<file path="src/sv/mms_pkg.sv">
// Shared types, constants and helpers of the min-max scaler.
package mms_pkg;

  localparam int unsigned DATA_W = 32;
  localparam int unsigned WIDE_W = 49;   // width of the divider dividend and of wide sums
  localparam int unsigned PROD_W = 64;
  localparam int unsigned STEP_W = 6;    // counts the divider steps

  localparam logic signed [DATA_W-1:0] S32_MAX = 32'sh7fff_ffff;
  localparam logic signed [DATA_W-1:0] S32_MIN = 32'sh8000_0000;

  localparam logic signed [DATA_W-1:0] RANGE_LOW_RST    = 32'sh0000_0000;
  localparam logic signed [DATA_W-1:0] RANGE_HIGH_RST   = 32'sh0001_0000;
  localparam logic signed [DATA_W-1:0] EMPTY_MARKER_RST = 32'sh8000_0000;

  typedef enum logic [1:0] {
    CFG_RANGE_LOW    = 2'd0,
    CFG_RANGE_HIGH   = 2'd1,
    CFG_EMPTY_MARKER = 2'd2,
    CFG_UNUSED       = 2'd3
  } cfg_index_e;

  typedef enum logic [2:0] {
    S_LOAD,
    S_SETUP,
    S_DIV,
    S_GAIN,
    S_PROD,
    S_OFFS,
    S_RD,
    S_MUL
  } state_e;

  typedef struct packed {
    logic load;       // accept one sample
    logic div_init;   // latch dividend, divisor and degenerate flag
    logic div_step;   // one restoring division step
    logic gain_set;   // saturate the quotient into the gain register
    logic mul_min;    // multiply min by gain
    logic off_set;    // form the offset, rewind the emit index
    logic rd;         // read the store at the emit index
    logic put;        // load the output register
    logic clear;      // return the block state to reset values
  } cmd_t;

  typedef struct packed {
    logic div_last;
    logic out_free;
    logic last_item;
  } sts_t;

  // Saturate a wide signed value to 32 bits.
  function automatic logic signed [DATA_W-1:0] sat_s32(input logic signed [WIDE_W-1:0] v);
    logic signed [DATA_W-1:0] r;
    if (v[WIDE_W-1:DATA_W-1] == '0 || v[WIDE_W-1:DATA_W-1] == '1) begin
      r = v[DATA_W-1:0];
    end else if (v[WIDE_W-1]) begin
      r = S32_MIN;
    end else begin
      r = S32_MAX;
    end
    return r;
  endfunction

endpackage

</file>
<file path="src/sv/mms_ctrl.sv">
// Sequencer of the min-max scaler: load, divide, offset and emit phases.
module mms_ctrl import mms_pkg::*; (
  input  logic clk_i,
  input  logic rst_ni,
  input  logic in_valid_i,
  input  logic last_in_i,
  output logic in_stall_o,
  input  sts_t sts_i,
  output cmd_t cmd_o
);

  state_e state_q, state_d;

  always_ff @(posedge clk_i or negedge rst_ni) begin
    if (!rst_ni) begin
      state_q <= S_LOAD;
    end else begin
      state_q <= state_d;
    end
  end

  always_comb begin
    state_d    = state_q;
    cmd_o      = '0;
    in_stall_o = 1'b1;
    unique case (state_q)
      S_LOAD: begin
        in_stall_o = 1'b0;
        if (in_valid_i) begin
          cmd_o.load = 1'b1;
          if (last_in_i) begin
            state_d = S_SETUP;
          end
        end
      end
      S_SETUP: begin
        cmd_o.div_init = 1'b1;
        state_d        = S_DIV;
      end
      S_DIV: begin
        cmd_o.div_step = 1'b1;
        if (sts_i.div_last) begin
          state_d = S_GAIN;
        end
      end
      S_GAIN: begin
        cmd_o.gain_set = 1'b1;
        state_d        = S_PROD;
      end
      S_PROD: begin
        cmd_o.mul_min = 1'b1;
        state_d       = S_OFFS;
      end
      S_OFFS: begin
        cmd_o.off_set = 1'b1;
        state_d       = S_RD;
      end
      S_RD: begin
        cmd_o.rd = 1'b1;
        state_d  = S_MUL;
      end
      S_MUL: begin
        // hold the product until the output register frees up
        if (sts_i.out_free) begin
          cmd_o.put = 1'b1;
          if (sts_i.last_item) begin
            cmd_o.clear = 1'b1;
            state_d     = S_LOAD;
          end else begin
            state_d = S_RD;
          end
        end
      end
      default: state_d = S_LOAD;
    endcase
  end

endmodule

</file>
<file path="config.mk">
export PLATFORM = sky130hd
export DESIGN_NAME = mms_ctrl
export DESIGN_NICKNAME = d
export VERILOG_FILES = /design/src/sv/mms_pkg.sv /design/src/sv/mms_ctrl.sv
export SDC_FILE = /design/constraint.sdc
export NUM_CORES = 1
export LEC_CHECK = 0
export BUFFER_PORTS_ARGS = -buffer_cell sky130_fd_sc_hd__buf_2
export CAP_MARGIN = 15
export CORE_AREA = 2 2 39 41
export CTS_CLUSTER_SIZE = 25
export DETAILED_ROUTE_END_ITERATION = 6
export DIE_AREA = 0 0 41 43
export REMOVE_ABC_BUFFERS = 1
export SLEW_MARGIN = 20
export SYNTH_ARGS = -nofsm -noshare
export SYNTH_HDL_FRONTEND = slang
export SYNTH_SLANG_ARGS = --single-unit
</file>
<file path="constraint.sdc">
create_clock -name clk_i -period 1.5 [get_ports clk_i]
set_input_delay 0.15 -clock clk_i [delete_from_list [all_inputs] [get_ports clk_i]]
set_output_delay 0.15 -clock clk_i [all_outputs]
set_load 0.005 [all_outputs]
</file>
---- After elaboration in Yosys (flattened, before gate mapping) ----
Cells that the tools add are included.
word-level totals
  word-level logic and storage cells ...... 32
  register bits after elaboration ......... 3
cells by class
  multiplexer cells ....................... 18
  equal/unequal tests ..................... 11
  reductions and logical operators ........ 2
operator list
  cell                  count
  $pmux W3 S8           1
  $mux W3               5
  $eq A3 B3 Y1 const B  4
  $mux W1               10
  $ne A2 B2 Y1 const B  4
  $eq A3 B2 Y1 const B  2
  $mux W2               2
  $reduce_and A4 Y1     1
  $eq A3 B1 Y1 const B  1
  $logic_not A3 Y1      1

---- Logic depth before layout (Yosys ltp) ----
Gate-level depths: netlist of the first run.
  word-level depth ........................ 3
  gate-level depth with buffers ........... 3
  depth with buffers taken out ............ 2

---- Worst setup path after synthesis of the first run ----
Ideal clock, no wire load.
  path kind ............................... flip-flop to output port
  start ................................... register state_q[0]
  end ..................................... output port cmd_o[8] (netlist name)
  arrival time ............................ 0.957 ns
  data required time ...................... 1.350 ns
  cell stages (with the launch flop) ...... 4
  path slack .............................. 0.393 ns
  cell sequence ........................... dfrtp_1 > buf_6 > or3_4 > nor2_2
RTL lines
  element                 RTL line        source
  from (decl)             mms_ctrl.sv:12  state_e state_q, state_d;
  from (signal assigned)  mms_ctrl.sv:18  state_q <= state_d;
  to (decl)               mms_ctrl.sv:9   output cmd_t cmd_o

==> results of run 1 <==
[path summary, 6_finish.rpt]
check / startpoint / endpoint / slack, ps / depth (start not counted)
worst max-delay path: state_q[0] / cmd_o[8] / 90 / 3
worst min-delay path: last_in_i / state_q[0] / 210 / 3
worst max register to register: state_q[1] / state_q[2] / 400 / 2
worst min register to register: state_q[0] / state_q[0] / 580 / 1
max in group asynchronous: rst_ni / state_q[2] / 1150 / 2
min in group asynchronous: rst_ni / state_q[1] / 240 / 2
[metal layers]
| layer | share of wire, % | vias up | track usage (%) |
|---|---|---|---|
| met1 | 46 | 105 | 9.06 |
| met5 | 0 | - | 0 |
| li1 | - | 132 | - |
| met4 | 2.5 | 0 | 10.0 |
| met2 | 44 | 12 | 10.0 |
| met3 | 6.8 | 2 | 0 |
[what timing repair did]
action,CTS,global route
hold endpoints to repair,3,0
gates resized for setup,0,3
setup endpoints to repair,0,1
hold buffers,1,0
[worst register-to-register path, cell delays in order (launching register included)]
cell and delay (ps):
dfrtp_2 450, and2_2 240, mux2_4 290
[kinds of logic after synthesis]
logic type / synth area share (%)
mux: 5.77
flops: 28.8
compound gates: 10.6
buf+inv: 12.0
simple gates: 42.8
[cell usage after synthesis]
cell / instances
a21bo_2: 1
a21oi_1: 2
and2_1: 1
and2_2: 1
and3_1: 1
and3b_2: 2
buf_2: 1
buf_6: 2
dfrtp_1: 3
inv_1: 1
mux2_4: 1
nand2_1: 1
nand3_1: 1
nand3b_1: 1
nand4bb_1: 1
nor2_1: 3
nor2_2: 1
nor3b_1: 2
o211ai_1: 1
or3_4: 1
[through the flow]
stage | std cells | setup slack, ps | cell area, um^2
floorplan | 25 | 427 | 233
global placement | 57 | 319 | 333
detailed placement | 57 | 309 | 333
CTS | 62 | 53.3 | 369
global route | 62 | 6.10 | 373
finish | 62 | 91.5 | 373
[power breakdown]
part           switching (uW)  internal (uW)  total [uW]
sequential               80.5            123         203
clock                    45.3           99.9         145
combinational            93.2            164         258
total                     219            387         606
[cell type report]
class	instances	share of cell area, %
Sequential cell	3	21.1
Tap cell	16	5.37
Clock buffer	4	7.05
Inverter	1	1.01
Timing Repair Buffer	17	24.2
Multi-Input combinational cell	21	41.3
==> qor.yml, run 1 <==
die:
  die_area_um2: 1760
  core_um2: 1380
  io_pins: 17
  die_w_um: 41
  rows: 14
  die_h_um: 43
  start_util_pct: 18.8
final_layout:
  syn_to_final_growth_pct: 43.3
  num-fill-cells: 165
  layout-drive-gt1-share_pct: 63.0
  n_antenna_cell: 0
  regArea_um2: 78.8
  top_regs: "state_q (3)"
  final_util_pct: 26.9
  layout_common_cells: "16 x buf_2, 3 x nor2_1, 3 x clkbuf_4, 3 x dfrtp_2"
  multiInputGateArea_um2: 154
  fin_nets: 54
  final_common_cell: "buf_2"
  largest_reg_flops: 3
  regMostFlops: "state_q"
yosys:
  synth_area_leaders: "dfrtp_1 29%, buf_6 8.7%, and3b_2 7.7%, mux2_4 5.8%, nor3b_1 5.8%"
  synth_seq_cells: 3
  syn-cell-area_um2: 260
  yosysSeqAreaShare_pct: 28.8
  synth.distinct_cells: 20
  yosysWarnings: 0
  syn_inst: 28
  synth_top_area_share_pct: 28.8
  postSynthAreaPerCell_um2: 9.29
  yosys.area.top_type: "dfrtp_1"
critical_path:
  endpoint_kind: "primary output"
  path_class: "reg2out"
  worstPathArrival_ps: 1260
  critPathRequiredTime_ps: 1350
  crit_buf_inv: 1
  crit_path_max_incr_delay_ps: 440
  start_kind: "flop"
  path_max_fanout: 10
  crit_family: "simple AND/OR/NAND/NOR gates"
  cp_cell_sequence: "or3_4 -> nor2_2 -> buf_2"
  crit_path_top_delay_cell: "dfrtp_2"
drt:
  drt_wl_total_um: 570
  ant_nets: 0
  drt_iter0_drc: 3
  viasPerCell: 4.05
  wl_per_cell_um: 9.19
  drc: 0
  drt-pass1-iter-count: 2
  vias: 251
sta:
  grt_setup_unrepaired: "no"
  tns_ps: 0
  final-setup-viol-count: 0
  period_needed_ps: 1410
  slew_headroom_pct: 87.6
  hold_ws_ps: 212
  worst_pin_slew_ps: 187
  fin_crit_sh_pct: 93.9
  hold_violations: 0
  slew_violations: 0
  finClkSkew_ps: 0.601
  max_freq_ghz: 0.710
clock_tree:
  clkSlewWorstSetupHoldPaths_ps: 40
  cts_tree: "built"
  clk_path_buf_depth: 2
  numCtsBuffers: 3
  clkLatencyLatePin_ps: 230
  root_buffer: "clkbuf_4"
  post_cts_buffers: 0
  htreeDepth: 1
  cts.sinks: 3
placement:
  io_buffers: 16
  dp_hpwl_um: 426
  routabilityCongestion: 0.729
flow_run:
  maxCapViolations: 0
global_route:
  grt_max_degree: 14
  grt_overflow_total: 0
  grt_pass1_vias: 247
  grtUsageTotal_pct: 7.55
  grt_pass1_wl_um: 855
  antenna_found_initial: 0
power:
  p_leak_uw: 0.000191
  vdd_drop_max_uv: 435
  p_per_area_nw_per_um2: 1630
  power_uw: 606
hold_path:
  hp-class: "in2reg"
outcome:
  status: "finished clean"
(Power assumes the default switching activity.)
==> run 2, diff against run 1 <==
--- a/config.mk
+++ b/config.mk
@@ -11,6 +11,7 @@
 export CTS_CLUSTER_SIZE = 25
 export DETAILED_ROUTE_END_ITERATION = 6
 export DIE_AREA = 0 0 41 43
+export PLACE_DENSITY = 0.45
 export REMOVE_ABC_BUFFERS = 1
 export SLEW_MARGIN = 20
 export SYNTH_ARGS = -nofsm -noshare
==> run 2 against run 1 <==
Effect of this change: via count fell by 0.80%; clock-buffer cell count unchanged; clock power is 3% lower; flip-flop and latch count is the same; fmax decreased by 1.7%; sequential power rose by 3%; total power increased by 0.13%; non-clock buffer count stayed put; die area unchanged; clock skew about the same; sequential share of layout area unchanged; largest cell class unchanged.
==> qor.yml, run 2 (synthesis results as in run 1) <==
outcome:
  status: "finished clean"  # unchanged
die:
  die_w_um: 41  # unchanged
  die_area_um2: 1760  # unchanged
  core_um2: 1380  # unchanged
  start_util_pct: 18.8  # unchanged
  io_pins: 17  # unchanged
  rows: 14  # unchanged
  die_h_um: 43  # unchanged
placement:
  dp_slack_ps: 286  # was 309 ps
  dp_hpwl_um: 430  # was 426 um
  routabilityCongestion: 0.649  # was 0.729
  dpl_cell_area_um2: 333  # unchanged
  io_buffers: 16  # unchanged
global_route:
  grt_overflow_total: 0  # unchanged
  grt_pass1_vias: 231  # was 247
  grtUsageTotal_pct: 8.34  # was 7.55%
  grt_max_degree: 14  # unchanged
  grt_pass1_wl_um: 924  # was 855 um
  antenna_found_initial: 0  # unchanged
sta:
  slew_headroom_pct: 87.8  # was 87.6%
  finClkSkew_ps: 0.406  # was 0.601 ps
  fin_crit_sh_pct: 95.5  # was 93.9%
  hold_violations: 0  # unchanged
  worst_pin_slew_ps: 183  # was 187 ps
  tns_ps: 0  # unchanged
  grt_setup_unrepaired: "no"  # unchanged
  slew_violations: 0  # unchanged
  final-setup-viol-count: 0  # unchanged
  max_freq_ghz: 0.698  # was 0.710 GHz
  fin_ws_ps: 67.6  # was 91.5 ps
  period_needed_ps: 1430  # was 1410 ps
critical_path:
  endpoint_kind: "primary output"  # unchanged
  worstPathArrival_ps: 1280  # was 1260 ps
  r2r-end: "state_q[2]"  # unchanged
  rrSetupSlack_ps: 390  # was 400 ps
  path_class: "reg2out"  # unchanged
  path_max_fanout: 10  # unchanged
  r2r-start: "state_q[1]"  # unchanged
  start_kind: "flop"  # unchanged
  crit_start: "state_q[0]"  # unchanged
  critPathRequiredTime_ps: 1350  # about the same
  rr_worst_depth: 2  # unchanged
  endpoint: "cmd_o[8]"  # unchanged
final_layout:
  largest_reg_flops: 3  # unchanged
  fin_nets: 54  # unchanged
  final_common_cell: "buf_2"  # unchanged
  final_util_pct: 26.9  # unchanged
  n_antenna_cell: 0  # unchanged
  top_regs: "state_q (3)"  # unchanged
  regMostFlops: "state_q"  # unchanged
  layout_common_cells: "16 x buf_2, 3 x nor2_1, 3 x clkbuf_4, 3 x dfrtp_2"  # unchanged
  syn_to_final_growth_pct: 43.3  # unchanged
  final_cell_area_um2: 373  # unchanged
  layout-drive-gt1-share_pct: 63.0  # unchanged
drt:
  vias: 249  # was 251
  drt_iter0_drc: 1  # was 3
  drc: 0  # unchanged
  wl_per_cell_um: 9.65  # was 9.19 um
  ant_nets: 0  # unchanged
  viasPerCell: 4.02  # was 4.05
  drt-pass1-iter-count: 2  # unchanged
  drt_wl_total_um: 598  # was 570 um
power:
  vdd_drop_max_uv: 501  # was 435 uV
  p_per_area_nw_per_um2: 1630  # about the same
  power_uw: 607  # was 606 uW
  p_leak_uw: 0.000191  # unchanged
clock_tree:
  clkLatencyLatePin_ps: 230  # about the same
  htreeDepth: 1  # unchanged
  root_buffer: "clkbuf_4"  # unchanged
  cts_tree: "built"  # unchanged
  numCtsBuffers: 3  # unchanged
  cts.sinks: 3  # unchanged
  clk_path_buf_depth: 2  # unchanged
  clkSlewWorstSetupHoldPaths_ps: 40  # about the same
hold_path:
  hp-class: "in2reg"  # unchanged
  hold_depth: 3  # unchanged
flow_run:
  maxCapViolations: 0  # unchanged
## run 2: worst max-delay path, stage by stage (launching register included)
cell and delay [ps]:
dfrtp_2 460, or3_4 410, nor2_2 80, buf_2 110
## run 2: cell type report
| class | count | area (um^2) |
|---|---|---|
| clock buffers | 4 | 26.3 |
| fillers | 163 | 1010 |
| inverters | 1 | 3.75 |
| multi-input cells | 21 | 154 |
| flip-flops and latches | 3 | 78.8 |
| well taps | 16 | 20.0 |
| repair buffers | 17 | 90.1 |
## run 2: timing repair
item / in CTS / in global routing
hold endpoints to repair: 3 / 0
resized for setup: 0 / 3
setup buffers: 0 / 0
setup endpoints to repair: 0 / 1
hold buffers: 1 / 0
## run 2: worst min-delay path by stage
| stage | from | to | slack (ps) |
|---|---|---|---|
| CTS | sts_i[0] | state_q[1] | 210 |
| detailed placement | rst_ni | state_q[0] | -50 |
| global placement | rst_ni | state_q[0] | -50 |
| finish | sts_i[0] | state_q[1] | 220 |
| global route | sts_i[0] | state_q[1] | 220 |
| floorplan | rst_ni | state_q[0] | -150 |
## run 2: through the flow
stage | cells | hold WS, ps
2_1_floorplan | 25 | -146
4_1_cts | 62 | 213
5_1_grt | 62 | 225
3_3_place_gp | 57 | -49.1
6_report | 62 | 217
3_5_place_dp | 57 | -50.8
## run 2: power by group
group | internal [uW] | total (uW) | switching [uW]
combinational | 164 | 257 | 93.0
clock | 99.6 | 140 | 40.1
sequential | 123 | 210 | 87.0
total | 387 | 607 | 220
## run 2: metal layers
metal | track usage [%] | up-vias | routed length [um]
li1 | - | 131 | -
met1 | 9.35 | 106 | 290
met2 | 10.3 | 12 | 248
met3 | 3.14 | 0 | 60
met4 | 10.0 | 0 | 0
met5 | 0 | - | 0
==> run 3, diff against run 2 <==
--- a/config.mk
+++ b/config.mk
@@ -11,6 +11,8 @@
 export CTS_CLUSTER_SIZE = 25
 export DETAILED_ROUTE_END_ITERATION = 6
 export DIE_AREA = 0 0 41 43
+export GPL_ROUTABILITY_DRIVEN = 0
+export HOLD_SLACK_MARGIN = 0.08
 export PLACE_DENSITY = 0.45
 export REMOVE_ABC_BUFFERS = 1
 export SLEW_MARGIN = 20
==> constraint.sdc (replaced) <==
create_clock -name clk_i -period 1.5 [get_ports clk_i]
set_input_delay 0.3 -clock clk_i [delete_from_list [all_inputs] [get_ports clk_i]]
set_output_delay 0.3 -clock clk_i [all_outputs]
set_load 0.005 [all_outputs]
==> run 3 against run 2 <==
Effect of this change: worst hold slack improved by 150 ps; sequential share of layout area fell by 2.7 points; cell count rose by 8.1%; largest power group unchanged; register-to-register slack improved by 70 ps; sequential power fell by 25%; via count rose by 9.2%; setup slack got worse by 68 ps; core utilization rose by 3.5 points; critical path depth did not move; flip-flop and latch count did not move; clock power barely moved.
==> qor.yml, run 3 (synthesis results as in run 1) <==
final_layout:
  final_common_cell: "buf_2"  # unchanged
  regMostFlops: "state_q"  # unchanged
  largest_reg_flops: 3  # unchanged
  fin_nets: 59  # was 54
  top_regs: "state_q (3)"  # unchanged
  layout-drive-gt1-share_pct: 68.6  # was 63.0%
  syn_to_final_growth_pct: 62.0  # was 43.3%
  layout_common_cells: "16 x buf_2, 5 x buf_4, 3 x clkbuf_4"  # was 16 x buf_2, 3 x nor2_1, 3 x clkbuf_4, 3 x dfrtp_2
  n_antenna_cell: 0  # unchanged
critical_path:
  critPathRequiredTime_ps: 1200  # was 1350 ps
  endpoint: "cmd_o[8]"  # unchanged
  r2r-start: "state_q[1]"  # unchanged
  r2r-end: "state_q[2]"  # unchanged
  endpoint_kind: "primary output"  # unchanged
  path_max_fanout: 4  # was 10
  worstPathArrival_ps: 1200  # was 1280 ps
  rrSetupSlack_ps: 460  # was 390 ps
  rr_worst_depth: 2  # unchanged
  start_kind: "flop"  # unchanged
  path_class: "reg2out"  # unchanged
  crit_start: "state_q[1]"  # was state_q[0]
die:
  die_h_um: 43  # unchanged
  io_pins: 17  # unchanged
  core_um2: 1380  # unchanged
  start_util_pct: 18.8  # unchanged
  die_w_um: 41  # unchanged
  die_area_um2: 1760  # unchanged
  rows: 14  # unchanged
global_route:
  grtUsageTotal_pct: 10.3  # was 8.34%
  antenna_found_initial: 0  # unchanged
  grt_max_degree: 13  # was 14
  grt_pass1_wl_mm: 1.09  # was 924 um
  grt_pass1_vias: 271  # was 231
  grt_overflow_total: 0  # unchanged
placement:
  io_buffers: 16  # unchanged
  dp_hpwl_um: 436  # was 430 um
  dp_slack_ps: 158  # was 286 ps
hold_path:
  hp-class: "in2reg"  # unchanged
clock_tree:
  root_buffer: "clkbuf_4"  # unchanged
  numCtsBuffers: 3  # unchanged
  cts_tree: "built"  # unchanged
  htreeDepth: 1  # unchanged
  clkSlewWorstSetupHoldPaths_ps: 40  # about the same
  clk_path_buf_depth: 2  # unchanged
  cts.sinks: 3  # unchanged
  clkLatencyLatePin_ps: 230  # about the same
power:
  p_leak_uw: 0.000216  # was 0.000191 uW
  vdd_drop_max_uv: 504  # was 501 uV
  p_per_area_nw_per_um2: 1710  # was 1630 nW/um^2
drt:
  wl_per_cell_um: 9.99  # was 9.65 um
  drc: 0  # unchanged
  drt_iter0_drc: 4  # was 1
  drt_wl_total_um: 669  # was 598 um
  vias: 272  # was 249
  drt-pass1-iter-count: 2  # unchanged
  viasPerCell: 4.06  # was 4.02
  ant_nets: 0  # unchanged
outcome:
  status: "finished clean"  # unchanged
sta:
  slew_headroom_pct: 90.1  # was 87.8%
  max_freq_ghz: 0.667  # was 0.698 GHz
  worst_pin_slew_ps: 148  # was 183 ps
  slew_violations: 0  # unchanged
  period_needed_ps: 1500  # was 1430 ps
  final-setup-viol-count: 0  # unchanged
  grt_setup_unrepaired: "yes"  # was no
  hold_ws_ps: 368  # was 217 ps
  hold_violations: 0  # unchanged
  fin_crit_sh_pct: 100  # was 95.5%
  finClkSkew_ps: 0.197  # was 0.406 ps
  fin_ws_ps: 0.0573  # was 67.6 ps
  tns_ps: 0  # unchanged
flow_run:
  maxCapViolations: 0  # unchanged
## run 3: critical path, cell delays in order (launching register included)
cell and delay (ps):
dfrtp_2 420, or3_4 370, nor2_2 70, buf_2 110
## run 3: what timing repair did
item	4_1_cts	5_1_grt
pin swaps	1	0
hold endpoints to repair	3	0
setup endpoints to repair	4	4
buffers inserted	2	1
resized for setup	2	3
hold buffers	1	0
## run 3: metrics by stage
step | cells | instance area, um^2 | util (%) | power [uW]
global route | 67 | 422 | 30.5 | 790
global placement | 59 | 348 | 25.1 | 486
CTS | 66 | 402 | 29.0 | 681
floorplan | 25 | 233 | - | 352
finish | 67 | 422 | 30.5 | 720
detailed placement | 59 | 348 | 25.1 | 483
## run 3: worst min path at each step
stage / start / endpoint / slack [ps] / cells past startpoint
global placement: rst_ni / state_q[2] / 100 / 1
CTS: sts_i[0] / state_q[1] / 360 / 3
detailed placement: rst_ni / state_q[2] / 100 / 1
floorplan: rst_ni / state_q[0] / 4 / 0
global route: sts_i[0] / state_q[1] / 370 / 3
finish: sts_i[0] / state_q[1] / 370 / 3
## run 3: where the power goes
group / switching [uW] / internal [uW]
combinational: 178 / 242
clock: 42.7 / 99.7
sequential: 36.7 / 121
## run 3: routing by layer
metal  GRT usage (%)  wire [um]  vias up
met5               0          0        -
met4            14.0          0        0
met3            3.14         57        0
met2            11.3        299       12
met1            12.6        312      116
li1                -          -      144
## run 3: layout make-up
cell class | count | area (um^2)
clock buffers | 4 | 26.3
fillers | 148 | 962
inverters | 1 | 3.75
multi-input cells | 21 | 166
flip-flops and latches | 3 | 77.6
well taps | 16 | 20.0
repair buffers | 22 | 128
